**src/sv/qvpi_pkg.sv**
```systemverilog
// Shared types, constants and a helper function for the quadrature velocity PI controller.
// No dependencies; imported by every module of the block.
package qvpi_pkg;

    localparam int CountWidth    = 16;
    localparam int DriveWidth    = 8;
    localparam int CfgIndexWidth = 3;
    localparam int CfgDataWidth  = 16;

    // Divide-by-five of a 16-bit magnitude: (m * 0xCCCD) >> 18 is exact below 2^16.
    localparam int               Div5Shift = 18;
    localparam logic [16:0]      Div5Mult  = 17'd52429;

    // Drive and integral limits.
    localparam logic signed [DriveWidth-1:0] DriveMax = 8'sd100;
    localparam logic signed [DriveWidth-1:0] DriveMin = -8'sd100;

    typedef enum logic [CfgIndexWidth-1:0] {
        REG_VELOCITY_DEMAND = 3'd0,
        REG_GAIN_P          = 3'd1,
        REG_GAIN_I          = 3'd2,
        REG_ENCODER_MODE    = 3'd3,
        REG_MOTOR_SIDE      = 3'd4
    } cfg_index_t;

    typedef enum logic {
        OP_SAMPLE = 1'b0,
        OP_TICK   = 1'b1
    } op_t;

    typedef enum logic {
        MODE_SINGLE     = 1'b0,
        MODE_QUADRATURE = 1'b1
    } enc_mode_t;

    // Live configuration; target already holds velocity_demand / 5.
    typedef struct packed {
        logic signed [CountWidth-1:0] target;
        logic signed [CountWidth-1:0] gain_p;
        logic signed [CountWidth-1:0] gain_i;
        enc_mode_t                    encoder_mode;
        logic                         motor_side;
    } cfg_t;

    // Quadrature step for {last_a, last_b, a, b}. Both pins changing counts +2 on
    // either side; side B swaps the +1 and -1 entries.
    function automatic logic signed [2:0] quad_step(input logic [3:0] idx,
                                                    input logic       side_b);
        logic signed [2:0] s;
        case (idx)
            4'h0, 4'h5, 4'hA, 4'hF: s = 3'sd0;
            4'h1, 4'h7, 4'h8, 4'hE: s = side_b ? -3'sd1 : 3'sd1;
            4'h2, 4'h4, 4'hB, 4'hD: s = side_b ? 3'sd1 : -3'sd1;
            default:                s = 3'sd2;
        endcase
        return s;
    endfunction

endpackage

```
**src/sv/qvpi_encoder.sv**
```systemverilog
// Encoder position counter: quadrature table or single-channel A edge counting.
// Depends on qvpi_pkg (cfg_t, quad_step).
module qvpi_encoder
    import qvpi_pkg::*;
(
    input  logic                         clk,
    input  logic                         rst_n,
    input  logic                         sample_en,
    input  logic                         enc_a,
    input  logic                         enc_b,
    input  cfg_t                         cfg,
    input  logic signed [DriveWidth-1:0] drive,
    output logic [CountWidth-1:0]        count,
    output logic [CountWidth-1:0]        count_next
);

    logic [CountWidth-1:0] count_reg;
    logic                  last_a_reg;
    logic                  last_a_next;
    logic                  last_b_reg;
    logic                  last_b_next;
    logic signed [2:0]     qstep;
    logic [CountWidth-1:0] step;

    assign qstep = quad_step({last_a_reg, last_b_reg, enc_a, enc_b}, cfg.motor_side);

    always_comb
    begin
        last_a_next = last_a_reg;
        last_b_next = last_b_reg;
        step        = '0;
        if (sample_en)
        begin
            if (cfg.encoder_mode == MODE_QUADRATURE)
            begin
                step        = {{(CountWidth-3){qstep[2]}}, qstep};
                last_a_next = enc_a;
                last_b_next = enc_b;
            end
            else if (last_a_reg != enc_a)
            begin
                // single channel: direction follows the sign of the last drive
                last_a_next = enc_a;
                if (drive > 8'sd0)
                    step = 16'd1;
                else if (drive < 8'sd0)
                    step = 16'hFFFF;
            end
        end
        count_next = count_reg + step;
    end

    always_ff @(posedge clk or negedge rst_n)
    begin
        if (!rst_n)
        begin
            count_reg  <= '0;
            last_a_reg <= 1'b0;
            last_b_reg <= 1'b0;
        end
        else
        begin
            count_reg  <= count_next;
            last_a_reg <= last_a_next;
            last_b_reg <= last_b_next;
        end
    end

    assign count = count_reg;

endmodule

```
**src/sv/qvpi_pi.sv**
```systemverilog
// Velocity measurement and saturated PI loop, updated on control ticks.
// Depends on qvpi_pkg (cfg_t, drive limits).
module qvpi_pi
    import qvpi_pkg::*;
(
    input  logic                         clk,
    input  logic                         rst_n,
    input  logic                         tick_en,
    input  logic [CountWidth-1:0]        count,
    input  cfg_t                         cfg,
    output logic signed [CountWidth-1:0] velocity_next,
    output logic signed [CountWidth-1:0] error_next,
    output logic signed [DriveWidth-1:0] drive_next,
    output logic signed [DriveWidth-1:0] drive
);

    logic [CountWidth-1:0]        last_count_reg;
    logic signed [CountWidth-1:0] speed_reg;
    logic signed [CountWidth-1:0] error_reg;
    logic signed [DriveWidth-1:0] integral_reg;
    logic signed [DriveWidth-1:0] integral_next;
    logic signed [DriveWidth-1:0] drive_reg;

    logic signed [CountWidth-1:0] speed_new;
    logic signed [CountWidth-1:0] error_new;
    logic signed [CountWidth:0]   integ_sum;
    logic signed [DriveWidth-1:0] integ_new;
    logic signed [31:0]           prod_p;
    logic signed [23:0]           prod_i;
    logic signed [32:0]           cmd;
    logic signed [DriveWidth-1:0] drive_new;
    logic                         gain_i_pos;

    always_comb
    begin
        speed_new  = $signed(count - last_count_reg);
        error_new  = cfg.target - speed_new;
        gain_i_pos = !cfg.gain_i[CountWidth-1] && (cfg.gain_i != '0);

        // integral: full-width add, clip to the drive range, clear on gain_i <= 0
        integ_sum = {error_new[CountWidth-1], error_new}
                  + {{(CountWidth-DriveWidth+1){integral_reg[DriveWidth-1]}}, integral_reg};
        if (!gain_i_pos)
            integ_new = '0;
        else if (integ_sum > 17'sd100)
            integ_new = DriveMax;
        else if (integ_sum < -17'sd100)
            integ_new = DriveMin;
        else
            integ_new = integ_sum[DriveWidth-1:0];

        prod_p = cfg.gain_p * error_new;
        prod_i = cfg.gain_i * integ_new;
        cmd    = {prod_p[31], prod_p} + {{9{prod_i[23]}}, prod_i};
        if (cmd > 33'sd100)
            drive_new = DriveMax;
        else if (cmd < -33'sd100)
            drive_new = DriveMin;
        else
            drive_new = cmd[DriveWidth-1:0];

        velocity_next = tick_en ? speed_new : speed_reg;
        error_next    = tick_en ? error_new : error_reg;
        integral_next = tick_en ? integ_new : integral_reg;
        drive_next    = tick_en ? drive_new : drive_reg;
    end

    always_ff @(posedge clk or negedge rst_n)
    begin
        if (!rst_n)
        begin
            last_count_reg <= '0;
            speed_reg      <= '0;
            error_reg      <= '0;
            integral_reg   <= '0;
            drive_reg      <= '0;
        end
        else
        begin
            if (tick_en)
                last_count_reg <= count;
            speed_reg    <= velocity_next;
            error_reg    <= error_next;
            integral_reg <= integral_next;
            drive_reg    <= drive_next;
        end
    end

    assign drive = drive_reg;

endmodule

```
**src/sv/quadrature_velocity_pi_controller.sv**
```systemverilog
// Top level of the quadrature encoder counter with PI velocity control.
// Depends on qvpi_pkg, qvpi_encoder and qvpi_pi.
//
// Usage:
//  - Input stream (s_axis_*): one transaction per encoder pin sample (tuser = 0,
//    tdata[0] = A, tdata[1] = B) or per control tick (tuser = 1, pins ignored).
//  - Output stream (m_axis_*): exactly one transaction per input transaction,
//    in order, carrying position, velocity, velocity error and drive command
//    as they stand after that input.
//  - Config port: cfg_we with cfg_index/cfg_data writes one register per cycle.
//    Write only while the block holds no pending transaction. The demand is
//    divided by five (toward zero) when written, so ticks see it ready.
//  - Path: a transaction is taken into the input register, then the output register.
//  - Throughput: one transaction per cycle while m_axis_tready stays high, samples
//    and ticks alike; the whole update (table step or PI math with two parallel
//    multipliers) sits between the input register and the output register.
//  - Stall: with m_axis_tready low, the output register holds its result and the
//    input register takes one more transaction; then s_axis_tready drops.
//  - Reset: count, velocity, error, integral and drive clear to zero; demand 0,
//    gain_p 0, gain_i 1, quadrature mode, side A. No transaction is pending.
module quadrature_velocity_pi_controller
    import qvpi_pkg::*;
(
    input  logic                     clk,
    input  logic                     rst_n,

    input  logic                     s_axis_tvalid,
    output logic                     s_axis_tready,
    input  logic [7:0]               s_axis_tdata,   // [0] enc_a, [1] enc_b, rest zero
    input  logic                     s_axis_tuser,   // [0] operation

    output logic                     m_axis_tvalid,
    input  logic                     m_axis_tready,
    output logic [55:0]              m_axis_tdata,   // [15:0] position, [31:16] velocity,
                                                     // [47:32] velocity_error,
                                                     // [55:48] drive_command

    input  logic                     cfg_we,
    input  logic [CfgIndexWidth-1:0] cfg_index,
    input  logic [CfgDataWidth-1:0]  cfg_data
);

    // configuration
    logic signed [CountWidth-1:0] target_reg;
    logic signed [CountWidth-1:0] gain_p_reg;
    logic signed [CountWidth-1:0] gain_i_reg;
    enc_mode_t                    mode_reg;
    logic                         side_reg;
    cfg_t                         cfg;

    // demand / 5 toward zero, via reciprocal multiply on the magnitude
    logic                         dem_neg;
    logic [CountWidth-1:0]        dem_mag;
    logic [32:0]                  dem_prod;
    logic [CountWidth-1:0]        dem_quot;
    logic signed [CountWidth-1:0] target_next;

    // input and output stages
    logic                         in_valid_reg;
    logic                         in_valid_next;
    op_t                          in_op_reg;
    logic                         in_a_reg;
    logic                         in_b_reg;
    logic                         out_valid_reg;
    logic                         out_valid_next;
    logic [55:0]                  out_data_reg;
    logic                         s_accept;
    logic                         advance;
    logic                         sample_en;
    logic                         tick_en;

    logic [CountWidth-1:0]        count;
    logic [CountWidth-1:0]        count_next;
    logic signed [CountWidth-1:0] velocity_next;
    logic signed [CountWidth-1:0] error_next;
    logic signed [DriveWidth-1:0] drive_next;
    logic signed [DriveWidth-1:0] drive;

    always_comb
    begin
        dem_neg     = cfg_data[CfgDataWidth-1];
        dem_mag     = dem_neg ? (~cfg_data + 16'd1) : cfg_data;
        dem_prod    = dem_mag * Div5Mult;
        dem_quot    = {1'b0, dem_prod[32:Div5Shift]};
        target_next = dem_neg ? $signed(~dem_quot + 16'd1) : $signed(dem_quot);
    end

    always_ff @(posedge clk or negedge rst_n)
    begin
        if (!rst_n)
        begin
            target_reg <= '0;
            gain_p_reg <= '0;
            gain_i_reg <= 16'sd1;
            mode_reg   <= MODE_QUADRATURE;
            side_reg   <= 1'b0;
        end
        else if (cfg_we)
        begin
            case (cfg_index_t'(cfg_index))
                REG_VELOCITY_DEMAND: target_reg <= target_next;
                REG_GAIN_P:          gain_p_reg <= cfg_data;
                REG_GAIN_I:          gain_i_reg <= cfg_data;
                REG_ENCODER_MODE:    mode_reg   <= enc_mode_t'(cfg_data[0]);
                REG_MOTOR_SIDE:      side_reg   <= cfg_data[0];
                default:             ;
            endcase
        end
    end

    always_comb
    begin
        cfg.target       = target_reg;
        cfg.gain_p       = gain_p_reg;
        cfg.gain_i       = gain_i_reg;
        cfg.encoder_mode = mode_reg;
        cfg.motor_side   = side_reg;
    end

    // Handshake: the input register moves on whenever the output slot is free
    // or being drained this cycle.
    assign advance       = in_valid_reg && (!out_valid_reg || m_axis_tready);
    assign s_axis_tready = !in_valid_reg || advance;
    assign s_accept      = s_axis_tvalid && s_axis_tready;
    assign sample_en     = advance && (in_op_reg == OP_SAMPLE);
    assign tick_en       = advance && (in_op_reg == OP_TICK);

    always_comb
    begin
        if (s_accept)
            in_valid_next = 1'b1;
        else if (advance)
            in_valid_next = 1'b0;
        else
            in_valid_next = in_valid_reg;

        if (advance)
            out_valid_next = 1'b1;
        else if (m_axis_tready)
            out_valid_next = 1'b0;
        else
            out_valid_next = out_valid_reg;
    end

    always_ff @(posedge clk or negedge rst_n)
    begin
        if (!rst_n)
        begin
            in_valid_reg  <= 1'b0;
            out_valid_reg <= 1'b0;
        end
        else
        begin
            in_valid_reg  <= in_valid_next;
            out_valid_reg <= out_valid_next;
        end
    end

    // payload registers, no reset
    always_ff @(posedge clk)
    begin
        if (s_accept)
        begin
            in_op_reg <= op_t'(s_axis_tuser);
            in_a_reg  <= s_axis_tdata[0];
            in_b_reg  <= s_axis_tdata[1];
        end
        if (advance)
            out_data_reg <= {drive_next, error_next, velocity_next, count_next};
    end

    qvpi_encoder u_encoder (
        .clk        (clk),
        .rst_n      (rst_n),
        .sample_en  (sample_en),
        .enc_a      (in_a_reg),
        .enc_b      (in_b_reg),
        .cfg        (cfg),
        .drive      (drive),
        .count      (count),
        .count_next (count_next)
    );

    qvpi_pi u_pi (
        .clk           (clk),
        .rst_n         (rst_n),
        .tick_en       (tick_en),
        .count         (count),
        .cfg           (cfg),
        .velocity_next (velocity_next),
        .error_next    (error_next),
        .drive_next    (drive_next),
        .drive         (drive)
    );

    assign m_axis_tvalid = out_valid_reg;
    assign m_axis_tdata  = out_data_reg;

endmodule

```
**config.mk**
```make
export PLATFORM = sky130hd
export DESIGN_NAME = quadrature_velocity_pi_controller
export DESIGN_NICKNAME = d
export VERILOG_FILES = /design/src/sv/qvpi_pkg.sv /design/src/sv/qvpi_encoder.sv /design/src/sv/qvpi_pi.sv /design/src/sv/quadrature_velocity_pi_controller.sv
export SDC_FILE = /design/constraint.sdc
export NUM_CORES = 2
export LEC_CHECK = 0
export BUFFER_PORTS_ARGS = -buffer_cell sky130_fd_sc_hd__buf_2
export CORE_UTILIZATION = 52
export CTS_CLUSTER_DIAMETER = 60
export DETAILED_ROUTE_END_ITERATION = 12
export PLACE_DENSITY = 0.68
export SLEW_MARGIN = 20
export SYNTH_ARGS = -nofsm -noshare
export SYNTH_HDL_FRONTEND = slang
export SYNTH_SLANG_ARGS = --single-unit
```
**constraint.sdc**
```tcl
create_clock -name clk -period 17.6 [get_ports clk]
set_input_delay 1.76 -clock clk [delete_from_list [all_inputs] [get_ports clk]]
set_output_delay 1.76 -clock clk [all_outputs]
set_load 0.05 [all_outputs]
```
Word level (Yosys, flattened, before mapping)
Index checks and enable logic that the tools add are counted.

Bits of input ports: 33. Output and inout bits: 58. Register bits: 193. Word-level logic and storage cells: 104.

Equal/unequal tests: 16. Mux-type cells: 24. Add/sub/neg operators: 7. Magnitude comparators: 6. Bitwise operators: 3. Multiply operators: 3. Reduce and logical (&&, ||, !) cells: 26.

Operators with widths (count): $mux W16 (9); $mux W8 (6); $add A32 B24 Y33 (1); $gt A33 B8 Y1 const B (1); $lt A33 B8 Y1 const B (1); $add A16 B1 Y16 const B (2); $mul A16 B16 Y32 (1); $mul A16 B16 Y32 const B (1); $sub A16 B16 Y16 (2); $eq A4 B4 Y1 const B (6); $mul A16 B8 Y24 (1); $add A16 B8 Y17 (1); $gt A17 B8 Y1 const B (1); $lt A17 B8 Y1 const B (1); $add A16 B16 Y16 (1); $not A14 Y16 (1); $not A16 Y16 (1); $reduce_bool A16 Y1 (1); $reduce_and A2 Y1 (7); $eq A4 B3 Y1 const B (3); $reduce_or A4 Y1 (3); $pmux W3 S3 (1); $gt A8 B1 Y1 const B (1); $lt A8 B1 Y1 const B (1); 15 further kinds (31).

Depth between registers and ports, before layout
Depth in word-level cells: 13. Depth in mapped cells: 57. Mapped depth without buffers: 54.

By module
Synthesis repeated with hierarchy kept, for this count alone.

Cells, all modules: 3272. Area, all modules: 31390.1 µm².

Modules (own cells, without submodules): qvpi_pi (cells an instance 2259, area each 20573.5 µm², sequential area each 1601.5 µm², times used 1); quadrature_velocity_pi_controller (cells an instance 860, area each 9391.5 µm², sequential area each 3075.4 µm², times used 1); qvpi_encoder (cells an instance 153, area each 1425.1 µm², sequential area each 450.4 µm², times used 1).

Worst setup path after synthesis
No wires, ideal clock.

Path kind: register -> register. Start: register u_encoder.count_reg[0] (netlist: u_encoder.count[0]). End: register out_data_reg[51] (netlist: m_axis_tdata[51]), data pin. Cell stages (with the launch flop): 53. Period minus slack after synthesis: 13.195 ns. Library setup time: 0.261 ns. Path buffers: 2. Setup slack: 4.405 ns. Data required time: 17.339 ns. Data arrival time: 12.934 ns. Cell sequence: dfrtp_1 > inv_1 > ha_1 > inv_1 > fa_1 > a21oi_1 > o211ai_1 > nor2_1 > xor2_1 > ha_1 > and3_1 > a21o_1 > nor4bb_1 > a221o_1 > nand2_1 > a21oi_1 > xnor2_1 > clkbuf_1 > (+17 left out) > fa_1 > fa_1 > fa_1 > inv_1 > fa_1 > inv_1 > ha_1 > o21a_1 > a21oi_1 > o21ai_0 > a211oi_1 > a21oi_1 > or2_1 > a2111o_1 > or4_1 > nor4_1 > nor2_1 > o221a_2.

Word-level cells in the longest chain between the ends: 13. Elaborated cells on any way between the ends: 16. Those cells by class: add/sub (4); mul (2); order compare (4); mux (6).

Ends and longest elaborated chain: from (decl) (line qvpi_encoder.sv:17) `logic [CountWidth-1:0] count_reg;`; from (signal assigned) (line qvpi_encoder.sv:63) `count_reg <= count_next;`; $sub A16 B16 Y16 * (line qvpi_pi.sv:36) `speed_new = $signed(count - last_count_reg);`; $sub A16 B16 Y16 * (line qvpi_pi.sv:37) `error_new = cfg.target - speed_new;`; $add A16 B8 Y17 (line qvpi_pi.sv:42) `+ {{(CountWidth-DriveWidth+1){integral_reg[DriveWidth-1]}}, integral_reg};`; $lt A17 B8 Y1 (line qvpi_pi.sv:47) `else if (integ_sum < -17'sd100)`; $mux W8 (line qvpi_pi.sv:47); $mux W8 (line qvpi_pi.sv:45) `else if (integ_sum > 17'sd100)`; $mux W8 (line qvpi_pi.sv:43) `if (!gain_i_pos)`; $mul A16 B8 Y24 (line qvpi_pi.sv:53) `prod_i = cfg.gain_i * integ_new;`; $add A32 B24 Y33 * (line qvpi_pi.sv:54) `cmd = {prod_p[31], prod_p} + {{9{prod_i[23]}}, prod_i};`; $lt A33 B8 Y1 (line qvpi_pi.sv:57) `else if (cmd < -33'sd100)`; $mux W8 (line qvpi_pi.sv:57); $mux W8 * (line qvpi_pi.sv:55) `if (cmd > 33'sd100)`; $mux W8 * (line qvpi_pi.sv:65) `drive_next = tick_en ? drive_new : drive_reg;`; via drive_next[3] (line quadrature_velocity_pi_controller.sv:76) `logic signed [DriveWidth-1:0] drive_next;`; to (signal assigned) (line quadrature_velocity_pi_controller.sv:169) `out_data_reg <= {drive_next, error_next, velocity_next, count_next};`; to (decl) (line quadrature_velocity_pi_controller.sv:66) `logic [55:0] out_data_reg;`.

The timed path passes the listed nets; every way through them passes the cells marked *. A chain may end at the register's enable or synchronous reset.

Worst setup path in the final report
Same ends and word-level chain as after synthesis.

==> flow_metrics.tcl <==
set metrics [dict create \
    use_met1_pct 37.7 \
    syn-instance-count 3188 \
    rsz0062_at_grt "no" \
    cts_buffer_depth 2 \
    cts_setup_buffers 0 \
    num_vias 22382 \
    drc 0 \
    synth.avg_cell_area_sq_um 9.63 \
    critPathSlowestCell "nor4_1" \
    tns_ns 0 \
    ys_seq_elements 193 \
    grt_usage_pct 27.7 \
    grt_max_degree 72 \
    crit_path_frequent_cell "fa_1" \
    gr-usage-met2_pct 45.7 \
    finalWirelength_microns 79700 \
    root_buffer "clkbuf_16" \
    area_growth_pct 6.64 \
    cts_buffers 17 \
    synth-main-ff-cell "dfrtp_1" \
    overflow 0 \
    hold_buffers 0 \
    busiest_layer "met2" \
    grt_pass1_vias 23873 \
    synth_area_sq_um 30700 \
    port-buffer-count 84 \
    worstSkewPairLatency_ns 0.49 \
    cp.arrival_ns 15.58 \
    most-common-layout-cells "inv_1 (687), fa_1 (535), nand2_1 (335)" \
    finalCriticalPeriod_ns 15.34 \
    layout-drive-gt1-share_pct 6.87 \
    cp_max_fo 18 \
    maxCapViolCount 0 \
    mostFrequentLayoutCell "inv_1" \
    die_height_microns 245 \
    maxSlewHeadroom_pct 23.2 \
    maxSlewViolCount 0 \
    chipWidth_microns 245 \
    cts_tree "built" \
    fin_nets 4140 \
    fin_worst_skew_ns 0.0198 \
    synth-seq-area-share_pct 16.7 \
    yosysWarnings 0 \
    cts_num_sinks 193 \
    antenna_left 0 \
    synth_edf_count 59 \
    antenna_found_initial 1 \
    routedWlPerCell_microns 19.6 \
    via_per_inst 5.52 \
    setup_viol 0 \
    dpl.hpwl_microns 65700 \
    ys_types 90 \
    setup.worst_path.end_class "register" \
    htreeDepth 4 \
    synth_async_sr_flop_share_pct 69.4 \
    grt_util_met3_pct 3.90 \
    status "completed" \
    hold_class "reg2reg" \
    largest_reg_flops 56 \
    cp.required_ns 17.84 \
    ctsResizeCount 0 \
    tightest_slew_ns 1.14 \
    clkTransAtPathRegs_ns 0.08 \
    pin_count 91 \
    core_sq_um 58000 \
    drtIter0Drc 1362 \
    start_util_pct 52.9 \
    drtPass1Iterations 5 \
    place.gp.congestion 0.962 \
    hold_viol_final 0 \
    crit_type "reg2reg" \
    row_count 88 \
    cp_slowest_stage_delay_ns 0.87 \
    post-route-period-util_pct 87.1 \
    start_kind "register" \
    die_area_sq_um 60000 \
    clock.fmax_ghz 0.0652 \
    grt_pass1_wl_microns 128000 \
]
-- layout make-up --
class / count / area, sq um
inverter: 688 / 2580
tap: 765 / 957
clock inverter: 15 / 190
sequential: 193 / 5130
timing repair buffer: 109 / 614
multi-input combinational: 2269 / 22900
clock buffer: 17 / 425
antenna: 1 / 2.50
fill: 5122 / 25300
-- metrics by stage --
step | cell area (sq um) | worst slack, ns | hold slack, ns | utilization, % | std cells
floorplan | 30900 | 4.41 | 0.437 | - | 3227
global placement | 32100 | 2.64 | 0.453 | 55.4 | 4024
global route | 32800 | 1.58 | 0.510 | 56.4 | 4057
detailed placement | 32100 | 2.43 | 0.457 | 55.4 | 4024
CTS | 32800 | 2.39 | 0.475 | 56.4 | 4056
finish | 32800 | 2.26 | 0.477 | 56.4 | 4057
-- worst max-delay path: cells and delay by family, from the launching register on --
family                   cells  cell delay [ns]
buffers and inverters        6             0.68
adder cells (fa/ha/maj)     12             5.38
AND/OR/NAND/NOR             13             4.26
AO/OA/AOI/OAI               16             3.76
flip-flops                   1             0.40
XOR/XNOR                     3             0.54
-- cells in the mapped netlist, drive strengths merged, types with 9 or more instances --
cell type,count,area (sq um)
a211o,9,78.8
a211oi,11,82.6
a21o,34,257
a21oi,80,404
a31oi,15,93.8
and2,116,726
and3,17,106
clkbuf,70,263
dfrtp,132,3300
edfxtp,59,1770
fa,535,10700
ha,294,3680
inv,688,2580
mux2,42,473
nand2,336,1260
nand2b,25,156
nand3,36,180
nor2,151,567
nor2b,34,213
nor3,34,193
nor4,13,81.3
o2111ai,9,78.8
o211ai,10,75.1
o21a,22,166
o21ai,110,558
o311ai,9,86.3
o31ai,12,90.1
or2,15,93.8
or3,13,81.3
or4,9,75.1
xnor2,77,689
xor2,48,420
-- layer usage --
metal	vias to the layer above	wire, microns
met5	-	0
met4	0	2260
met3	112	4450
met2	627	37700
met1	11440	35300
li1	10203	-
-- cells by family after synthesis --
family / after synthesis / share of synthesized area [%]
muxes: 50 / 1.80
buffers and inverters: 765 / 9.41
and+or+nand+nor: 831 / 13.0
adders and majority gates: 830 / 46.9
DFF: 193 / 16.7
AOI/OAI and AO/OA: 391 / 8.52
other: 2 / 0.0245
xor gates and xnor gates: 126 / 3.69
-- worst paths after layout --
check	startpoint	slack, ns	endpoint	cells past startpoint
max	u_encoder.count[0]$_DFF_PN0_	2.26	m_axis_tdata[51]$_DFFE_PP_	50
min	u_pi.error_reg[4]$_DFF_PN0_	0.48	u_pi.error_reg[4]$_DFF_PN0_	2
max reg2reg	u_encoder.count[0]$_DFF_PN0_	2.26	m_axis_tdata[51]$_DFFE_PP_	50
min reg2reg	u_pi.error_reg[4]$_DFF_PN0_	0.48	u_pi.error_reg[4]$_DFF_PN0_	2
max in group asynchronous	rst_n	14.91	u_pi.integral_reg[1]$_DFFE_PN0P_	2
min in group asynchronous	rst_n	1.27	m_axis_tvalid$_DFFE_PN0P_	1
Power is left out: the tool's default activity adds up to more than one toggle a clock period on the data nets, which glitch-free logic cannot reach.
